### src/rtl/kpd_pkg.sv
package kpd_pkg;

    // Key codes from the row/column scan
    localparam logic [7:0] KEY_CLEAR = 8'h12;
    localparam logic [7:0] KEY_ENTER = 8'h18;
    localparam logic [7:0] KEY_ZERO  = 8'h14;
    localparam logic [7:0] KEY_ONE   = 8'h88;
    localparam logic [7:0] KEY_TWO   = 8'h84;
    localparam logic [7:0] KEY_THREE = 8'h82;
    localparam logic [7:0] KEY_FOUR  = 8'h48;
    localparam logic [7:0] KEY_FIVE  = 8'h44;
    localparam logic [7:0] KEY_SIX   = 8'h42;
    localparam logic [7:0] KEY_SEVEN = 8'h28;
    localparam logic [7:0] KEY_EIGHT = 8'h24;
    localparam logic [7:0] KEY_NINE  = 8'h22;

    // Item kinds carried on tuser
    localparam logic OP_KEY  = 1'b0;
    localparam logic OP_TICK = 1'b1;

    localparam int unsigned NUM_SLOTS = 4;
    localparam int unsigned OUT_BYTES = 5;

    typedef logic [7:0]  t_code;
    typedef logic [3:0]  t_digit;
    typedef logic [13:0] t_value;
    typedef logic [2:0]  t_count;

    typedef struct packed {
        logic   valid;
        t_digit digit;
    } t_key_digit;

    // One result item, as the state looks after the step
    typedef struct packed {
        logic   publish_mark;
        t_count entry_count;
        t_value entered_value;
        t_digit digit_ones;
        t_digit digit_tens;
        t_digit digit_hundreds;
        t_digit digit_thousands;
    } t_result;

    // Scan code to decimal digit; valid low for non-digit codes
    function automatic t_key_digit key_digit(input t_code code);
        t_key_digit kd;
        kd.valid = 1'b1;
        case (code)
            KEY_ONE:   kd.digit = 4'd1;
            KEY_TWO:   kd.digit = 4'd2;
            KEY_THREE: kd.digit = 4'd3;
            KEY_FOUR:  kd.digit = 4'd4;
            KEY_FIVE:  kd.digit = 4'd5;
            KEY_SIX:   kd.digit = 4'd6;
            KEY_SEVEN: kd.digit = 4'd7;
            KEY_EIGHT: kd.digit = 4'd8;
            KEY_NINE:  kd.digit = 4'd9;
            KEY_ZERO:  kd.digit = 4'd0;
            default: begin
                kd.valid = 1'b0;
                kd.digit = 4'd0;
            end
        endcase
        return kd;
    endfunction

endpackage

### src/rtl/kpd_tick.sv
module kpd_tick
    import kpd_pkg::*;
(
    input  t_code  i_codes [NUM_SLOTS],
    input  t_count i_held,
    output t_digit o_digits [NUM_SLOTS],
    output t_value o_value
);

    t_count     pad;
    t_code      slots   [NUM_SLOTS];
    t_key_digit slot_kd [NUM_SLOTS];

    // Right-justify the held codes, zero key in front
    always_comb begin
        pad = (i_held < 3'd4) ? 3'(3'd4 - i_held) : 3'd0;
        for (int i = 0; i < NUM_SLOTS; i++) begin
            if (3'(i) < pad) begin
                slots[i] = KEY_ZERO;
            end else begin
                slots[i] = i_codes[2'(3'(i) - pad)];
            end
        end
    end

    // Decode each slot; non-digit codes read as 0
    always_comb begin
        for (int i = 0; i < NUM_SLOTS; i++) begin
            slot_kd[i]  = key_digit(slots[i]);
            o_digits[i] = slot_kd[i].digit;
        end
    end

    assign o_value = 14'(14'(o_digits[0]) * 14'd1000)
                   + 14'(14'(o_digits[1]) * 14'd100)
                   + 14'(14'(o_digits[2]) * 14'd10)
                   + 14'(o_digits[3]);

endmodule

### src/rtl/kpd_core.sv
module kpd_core
    import kpd_pkg::*;
(
    input  logic    i_clk,
    input  logic    i_rst_n,
    input  logic    i_step,
    input  logic    i_op,
    input  t_code   i_code,
    output t_result o_next
);

    t_code  r_codes  [NUM_SLOTS];
    t_count r_held;
    logic   r_pub;
    t_value r_value;
    t_digit r_digits [NUM_SLOTS];

    t_code  n_codes  [NUM_SLOTS];
    t_count n_held;
    logic   n_pub;
    t_value n_value;
    t_digit n_digits [NUM_SLOTS];

    t_digit     tick_digits [NUM_SLOTS];
    t_value     tick_value;
    t_code      base_codes  [NUM_SLOTS];
    t_count     base_held;
    t_key_digit in_key;

    kpd_tick u_tick (
        .i_codes  (r_codes),
        .i_held   (r_held),
        .o_digits (tick_digits),
        .o_value  (tick_value)
    );

    assign in_key = key_digit(i_code);

    // Next state for one key event or tick
    always_comb begin
        n_codes  = r_codes;
        n_held   = r_held;
        n_pub    = r_pub;
        n_value  = r_value;
        n_digits = r_digits;
        // digit after publish restarts the buffer
        base_held = r_pub ? 3'd0 : r_held;
        for (int i = 0; i < NUM_SLOTS; i++) begin
            base_codes[i] = r_pub ? KEY_ZERO : r_codes[i];
        end

        if (i_op == OP_TICK) begin
            n_digits = tick_digits;
            n_value  = tick_value;
        end else if (i_code == KEY_CLEAR) begin
            for (int i = 0; i < NUM_SLOTS; i++) begin
                n_codes[i] = KEY_ZERO;
            end
            n_held = 3'd0;
            n_pub  = 1'b0;
        end else if (i_code == KEY_ENTER) begin
            n_pub = 1'b1;
        end else if (in_key.valid) begin
            n_pub   = 1'b0;
            n_codes = base_codes;
            n_held  = base_held;
            if (base_held < 3'd4) begin
                n_codes[base_held[1:0]] = i_code;
                n_held = 3'(base_held + 3'd1);
            end else if (r_value == '0) begin
                // full buffer with zero value: start over with this digit
                for (int i = 0; i < NUM_SLOTS; i++) begin
                    n_codes[i] = KEY_ZERO;
                end
                n_codes[0] = i_code;
                n_held     = 3'd1;
            end
        end
    end

    // State registers
    always_ff @(posedge i_clk) begin
        if (!i_rst_n) begin
            for (int i = 0; i < NUM_SLOTS; i++) begin
                r_codes[i]  <= KEY_ZERO;
                r_digits[i] <= '0;
            end
            r_held  <= '0;
            r_pub   <= 1'b0;
            r_value <= '0;
        end else if (i_step) begin
            r_codes  <= n_codes;
            r_held   <= n_held;
            r_pub    <= n_pub;
            r_value  <= n_value;
            r_digits <= n_digits;
        end
    end

    assign o_next.digit_thousands = n_digits[0];
    assign o_next.digit_hundreds  = n_digits[1];
    assign o_next.digit_tens      = n_digits[2];
    assign o_next.digit_ones      = n_digits[3];
    assign o_next.entered_value   = n_value;
    assign o_next.entry_count     = n_held;
    assign o_next.publish_mark    = n_pub;

endmodule

### src/rtl/keypad_four_digit_entry.sv
// Channel | Dir | tdata (low bit up)                                  | tuser
// s       | in  | scan_code[7:0]                                      | opcode (0 key, 1 tick)
// m       | out | thousands, hundreds, tens, ones (4b each),          | -
//         |     | entered_value[13:0], entry_count[2:0],              |
//         |     | publish_mark, 6 zero bits                           |
//
// Two register stages: an input register, then the state update and result
// register; one result per item, passing from the input register to the result
// register. Sustained rate is one item per cycle while the output is not stalled.
// Synchronous active-low reset empties both stages and returns the entry
// buffer to four zero keys. The input register can still take an item while a
// result waits, and stalls only when both stages are full and the result is not taken.
module keypad_four_digit_entry
    import kpd_pkg::*;
(
    input  logic        i_clk,
    input  logic        i_rst_n,
    input  logic        i_s_tvalid,
    output logic        o_s_tready,
    input  logic [7:0]  i_s_tdata,   // scan_code
    input  logic        i_s_tuser,   // opcode
    output logic        o_m_tvalid,
    input  logic        i_m_tready,
    output logic [39:0] o_m_tdata    // thousands, hundreds, tens, ones, value, count, publish
);

    logic    r_in_valid;
    logic    r_in_op;
    t_code   r_in_code;
    logic    r_out_valid;
    t_result r_out;

    logic    advance;
    t_result next_result;

    // Item moves from the input register into the result register
    assign advance    = r_in_valid && (!r_out_valid || i_m_tready);
    assign o_s_tready = !r_in_valid || advance;

    // Input register
    always_ff @(posedge i_clk) begin
        if (!i_rst_n) begin
            r_in_valid <= 1'b0;
        end else if (o_s_tready) begin
            r_in_valid <= i_s_tvalid;
        end
    end

    always_ff @(posedge i_clk) begin
        if (o_s_tready && i_s_tvalid) begin
            r_in_op   <= i_s_tuser;
            r_in_code <= i_s_tdata;
        end
    end

    kpd_core u_core (
        .i_clk   (i_clk),
        .i_rst_n (i_rst_n),
        .i_step  (advance),
        .i_op    (r_in_op),
        .i_code  (r_in_code),
        .o_next  (next_result)
    );

    // Result register
    always_ff @(posedge i_clk) begin
        if (!i_rst_n) begin
            r_out_valid <= 1'b0;
        end else if (advance) begin
            r_out_valid <= 1'b1;
        end else if (i_m_tready) begin
            r_out_valid <= 1'b0;
        end
    end

    always_ff @(posedge i_clk) begin
        if (advance) begin
            r_out <= next_result;
        end
    end

    assign o_m_tvalid = r_out_valid;
    assign o_m_tdata  = {(8 * OUT_BYTES - $bits(t_result))'(0), r_out};

endmodule

### config.mk
export PLATFORM = sky130hd
export DESIGN_NAME = keypad_four_digit_entry
export DESIGN_NICKNAME = d
export VERILOG_FILES = /design/src/rtl/kpd_pkg.sv /design/src/rtl/kpd_tick.sv /design/src/rtl/kpd_core.sv /design/src/rtl/keypad_four_digit_entry.sv
export SDC_FILE = /design/constraint.sdc
export NUM_CORES = 1
export LEC_CHECK = 0
export BUFFER_PORTS_ARGS = -buffer_cell sky130_fd_sc_hd__buf_2
export CAP_MARGIN = 20
export CORE_MARGIN = 4
export CORE_UTILIZATION = 60
export DETAILED_ROUTE_END_ITERATION = 8
export PLACE_DENSITY = 0.79
export SLEW_MARGIN = 20
export SYNTH_ARGS = -nofsm -noshare
export SYNTH_HDL_FRONTEND = slang
export SYNTH_HIERARCHICAL = 1
export SYNTH_SLANG_ARGS = --single-unit
### constraint.sdc
create_clock -name i_clk -period 13.2 [get_ports i_clk]
set_clock_uncertainty 0.05 [all_clocks]
set_input_delay 2.64 -clock i_clk [delete_from_list [all_inputs] [get_ports i_clk]]
set_output_delay 2.64 -clock i_clk [all_outputs]
set_load 0.01 [all_outputs]
==> out/results.txt <==
The placed instances occupy a cell area of 0.007754 mm^2. Counting instances in the post-synthesis netlist gives the leading cell types as 68 x sky130_fd_sc_hd__dfxtp_1, 68 x sky130_fd_sc_hd__nor2_1, 57 x sky130_fd_sc_hd__ha_1, 55 x sky130_fd_sc_hd__nand2_1, 49 x sky130_fd_sc_hd__inv_1. The total of endpoints with negative setup slack in the final report was 0.

Of all nets on the critical path, the largest fanout is 14. Wires add up to 18.64 mm. The total inserted antenna cells came out at 0. In this run the worst setup path terminates at u_core/r_value[13]. For this run, the slowest stage of the critical path takes 0.63 ns. The launch instance of the worst register-to-register path was u_core/r_held[0]. The number of buffer and inverter stages on the critical path works out to 1.

Routability-driven placement congestion ratio: 0.9806. The worst register-to-register path has a setup slack of 5.63 ns. The most critical setup path has its startpoint at u_core/r_held[0]. In this run, synthesis produced a sequential element count of 111. The wire length per cell was 19.36 um; the post-synthesis async set-or-reset flop share was 0%. The most frequently used flop master after synthesis was sky130_fd_sc_hd__dfxtp_1. The die outline area was 0.01430 mm^2; the number of cell instances on the worst register-to-register path was 24.

The count of boundary I/O pins is 55. The required time of the critical path was 13.41 ns; the aggregate global routing overflow was 0. In the finished design, the share of the clock period the worst path needs comes to 57.38%. For the number of buffers inserted by post-CTS setup repair, the log shows 0. Kind of critical path: reg -> reg. The max-capacitance violation count is 0, and the number of vias per cell is 6.220. After clock tree synthesis, the repair step resized 0 gates. After the first detailed-routing iteration, the DRC count stood at 582. The signal on the critical path passes through inv_1, ha_1, ha_1, o21ba_2, o21ai_0, nand2_1, nor3_2, nor2_1, o21ai_1, fa_1, fa_1, ha_1, a21o_1, a21oi_1, xor2_1, ha_1, ha_1, ha_1, o41ai_1, o21ai_0, xnor2_1, mux2_2, mux2i_1, nor2_1. The tightest min-delay check is of the reg -> reg type. Ranked by total cell area, the synthesized netlist is headed by sky130_fd_sc_hd__dfxtp_1 18%, sky130_fd_sc_hd__edfxtp_1 17%, sky130_fd_sc_hd__ha_1 9.5%.

The worst path in the final design needs a cycle of 7.574 ns, including I/O delays and setup. Residual DRC count: 0. Yosys printed 6 warnings. Measured against its own limit, the worst slew margin works out to 34.10%. Clock tree synthesis found a total of 111 sinks.

Slew of the pin with the lowest slew margin: 0.9795 ns. TritonCTS built the clock tree. Measured along the y axis, the die boundary spans 119.6 um.

After routing the design area is 0.008100 mm^2. For this run, the register share of the synthesized area comes to 35.50%. Setup total negative slack on the finished layout was measured at 0 ns. Startpoint type of the worst setup path: a flop. The HPWL after detailed placement was 13.83 mm; the placeable core region was 0.01211 mm^2.

In the synthesized netlist, the number of instances is 757. The run gives 0 as the number of failing hold endpoints at the final stage. In this run the critical register-to-register path is captured at u_core/r_value[13]. Buffer type at the clock tree root: sky130_fd_sc_hd__clkbuf_16.

For the H-tree depth, the log shows 3. The post-synth design cell area was 0.007471 mm^2; the global-route wire length before repair was 30.26 mm. Measured on the finished design, the core utilization comes to 66.88%. The synthesized netlist contains 84 unique library cells.

The run gives 85.90 uV as the largest voltage drop on the vdd net. Measured along the x axis, the die boundary spans 119.6 um. Setup repair after global routing left no endpoint under its margin. Entering global routing, the biggest net connects 66 pins. The tools report the max-slew violation count as 0. The most numerous cell type found on the critical path is sky130_fd_sc_hd__ha_1.

Leakage power: 3.576 nW. The initial utilization of the core area, before any placement, comes to 61.68%. The post-synthesis area per instance was 9.869 um^2.

The flow ran to the end, and the final reports show no timing, DRC or antenna violations. The arrival time at the worst endpoint is 7.78 ns, and the relative area change from synthesis to final layout is 8.424%. Number of antenna violations at the first check in global routing: 0. The worst setup path is captured at a flop. The final layout contains 877 nets. The run gives 5970 as the via count of the first global-routing pass. Static timing analysis puts the maximum clock frequency at 132.0 MHz.

Top cell family by delay on the critical path: adder cells. The total number of cells along the worst setup path works out to 24. The synthesized design contains 43 enable-type register cells. On the critical path, the stage with the largest delay is an instance of sky130_fd_sc_hd__fa_1. The total of buffers placed on input and output ports is 48. The iteration count of the initial detailed-routing pass was 5. Clock latency on the worst-skew pair, taken at its later pin, is 0.37 ns. Summed over its instances, the top area cell type makes up 18.22% of the synthesized netlist area. Biggest area consumer among synthesized cells: sky130_fd_sc_hd__dfxtp_1.

For this block, the via count after detailed routing is 5990. Fill cells in the final layout number 945. Clock-pin slew was measured on the worst setup and hold paths at 0.08 ns.

In the final layout, the share of cells above drive strength 1 is 16.48%. The longest clock path from root to sink contains 2 buffers. The run gives 0 as the post-detailed-route count of antenna-violating nets. On the final layout, the worst hold slack is 0.4330 ns. In this run, CTS created clock tree buffers numbering 9.

The run gives 26.45% as the overall fraction of global-route tracks in use. Hold repair after CTS inserted 0 buffers. Cell row count: 40. For this design the ratio of total power to cell area is 84.51 mW/mm^2.
-- through the flow --
stage | total power [mW] | instances | worst slack (ns)
after floorplan | 0.3975 | 762 | 6.863
after global placement | 0.4072 | 946 | 5.801
after detailed placement | 0.4080 | 946 | 5.457
after CTS | 0.6886 | 962 | 5.455
after global routing | 0.7090 | 963 | 5.119
final | 0.6846 | 963 | 5.626
-- worst min-delay path by stage --
| stage | startpoint | end | slack (ns) | depth (start not counted) |
|---|---|---|---|---|
| after floorplan | u_core/r_codes[4] | u_core/r_codes[4] | 0.40 | 2 |
| after global placement | u_core/r_codes[4] | u_core/r_codes[4] | 0.41 | 2 |
| after detailed placement | u_core/r_codes[4] | u_core/r_codes[4] | 0.42 | 2 |
| after CTS | u_core/r_codes[4] | u_core/r_codes[4] | 0.43 | 2 |
| after global routing | u_core/r_codes[4] | u_core/r_codes[4] | 0.45 | 2 |
| final | u_core/r_codes[4] | u_core/r_codes[4] | 0.43 | 2 |
-- power breakdown --
group | total [mW] | internal [mW] | switching, mW
clock | 0.283 | 0.139 | 0.144
sequential | 0.366 | 0.361 | 0.00463
combinational | 0.0358 | 0.0129 | 0.0229
total | 0.685 | 0.513 | 0.172
-- placed cells by master, fill, tap and decap left out, types with 5 or more instances in the layout --
| master | n |
|---|---|
| sky130_fd_sc_hd__dfxtp_1 | 68 |
| sky130_fd_sc_hd__nor2_1 | 68 |
| sky130_fd_sc_hd__ha_1 | 57 |
| sky130_fd_sc_hd__nand2_1 | 55 |
| sky130_fd_sc_hd__inv_1 | 48 |
| sky130_fd_sc_hd__buf_2 | 48 |
| sky130_fd_sc_hd__edfxtp_1 | 43 |
| sky130_fd_sc_hd__mux2i_1 | 42 |
| sky130_fd_sc_hd__a21oi_1 | 36 |
| sky130_fd_sc_hd__mux2_2 | 31 |
| sky130_fd_sc_hd__a22o_1 | 20 |
| sky130_fd_sc_hd__nand3_1 | 17 |
| sky130_fd_sc_hd__fa_1 | 17 |
| sky130_fd_sc_hd__xnor2_1 | 15 |
| sky130_fd_sc_hd__nand2b_1 | 13 |
| sky130_fd_sc_hd__and2_1 | 10 |
| sky130_fd_sc_hd__clkbuf_16 | 9 |
| sky130_fd_sc_hd__o21ai_0 | 9 |
| sky130_fd_sc_hd__nor2b_1 | 9 |
| sky130_fd_sc_hd__nor3_1 | 9 |
| sky130_fd_sc_hd__a22oi_1 | 9 |
| sky130_fd_sc_hd__o21ai_1 | 9 |
| sky130_fd_sc_hd__conb_1 | 6 |
| sky130_fd_sc_hd__o211ai_1 | 6 |
| sky130_fd_sc_hd__a21o_1 | 6 |
| sky130_fd_sc_hd__o22ai_1 | 6 |
| sky130_fd_sc_hd__xor2_1 | 5 |
| sky130_fd_sc_hd__nor4b_1 | 5 |
| sky130_fd_sc_hd__o31ai_1 | 5 |
| sky130_fd_sc_hd__a211o_1 | 5 |
| sky130_fd_sc_hd__nand4_1 | 5 |
| sky130_fd_sc_hd__and3_1 | 5 |
| sky130_fd_sc_hd__or3_1 | 5 |
-- registers in the layout (all words and copies together), names as in the netlist --
name,flops
o_m_tdata,34
u_core/r_codes,32
u_core/r_digits,16
u_core/r_value,14
r_in_code,8
u_core/r_held,3
o_m_tvalid,1
r_in_op,1
r_in_valid,1
u_core/r_pub,1
-- routing by layer --
| metal | track usage [%] | wire, um | vias to the layer above |
|---|---|---|---|
| met4 | 8.948 | 363 | 0 |
| li1 | - | - | 2784 |
| met1 | 34.93 | 7879 | 2928 |
| met3 | 4.383 | 1276 | 28 |
| met2 | 44.24 | 9123 | 250 |
| met5 | 0 | 0 | - |
-- worst reg2reg max path, cell delays in order, from the launching register on --
cell and delay (ns):
sky130_fd_sc_hd__dfxtp_1 0.62, sky130_fd_sc_hd__inv_1 0.16, sky130_fd_sc_hd__ha_1 0.24, sky130_fd_sc_hd__ha_1 0.31, sky130_fd_sc_hd__o21ba_2 0.25, sky130_fd_sc_hd__o21ai_0 0.38
sky130_fd_sc_hd__nand2_1 0.16, sky130_fd_sc_hd__nor3_2 0.31, sky130_fd_sc_hd__nor2_1 0.07, sky130_fd_sc_hd__o21ai_1 0.55, sky130_fd_sc_hd__fa_1 0.63, sky130_fd_sc_hd__fa_1 0.53
sky130_fd_sc_hd__ha_1 0.37, sky130_fd_sc_hd__a21o_1 0.18, sky130_fd_sc_hd__a21oi_1 0.22, sky130_fd_sc_hd__xor2_1 0.20, sky130_fd_sc_hd__ha_1 0.26, sky130_fd_sc_hd__ha_1 0.30
sky130_fd_sc_hd__ha_1 0.23, sky130_fd_sc_hd__o41ai_1 0.57, sky130_fd_sc_hd__o21ai_0 0.23, sky130_fd_sc_hd__xnor2_1 0.16, sky130_fd_sc_hd__mux2_2 0.28, sky130_fd_sc_hd__mux2i_1 0.18
sky130_fd_sc_hd__nor2_1 0.06
-- cell families (layout without fill, tap and decap cells) --
group | after synthesis | count (layout) | share of synthesized area (%)
other | 1 | 6 | 0.05019
and+or+nand+nor | 237 | 237 | 16.88
adders and majority gates | 74 | 74 | 14.10
DFF | 111 | 111 | 35.51
buffers and inverters | 84 | 117 | 5.309
muxes | 74 | 74 | 10.60
xor gates and xnor gates | 20 | 20 | 2.345
AOI/OAI and AO/OA | 156 | 156 | 15.21
-- cell type report --
class | count | area (um^2) | share of cell area [%]
repair buffers | 51 | 282.8 | 3.491
multi-input cells | 567 | 4451 | 54.94
clock inverters | 7 | 91.34 | 1.128
inverters | 50 | 187.7 | 2.317
well taps | 168 | 210.2 | 2.595
flip-flops and latches | 111 | 2653 | 32.75
clock buffers | 9 | 225.2 | 2.780
(Power assumes the default switching activity.)
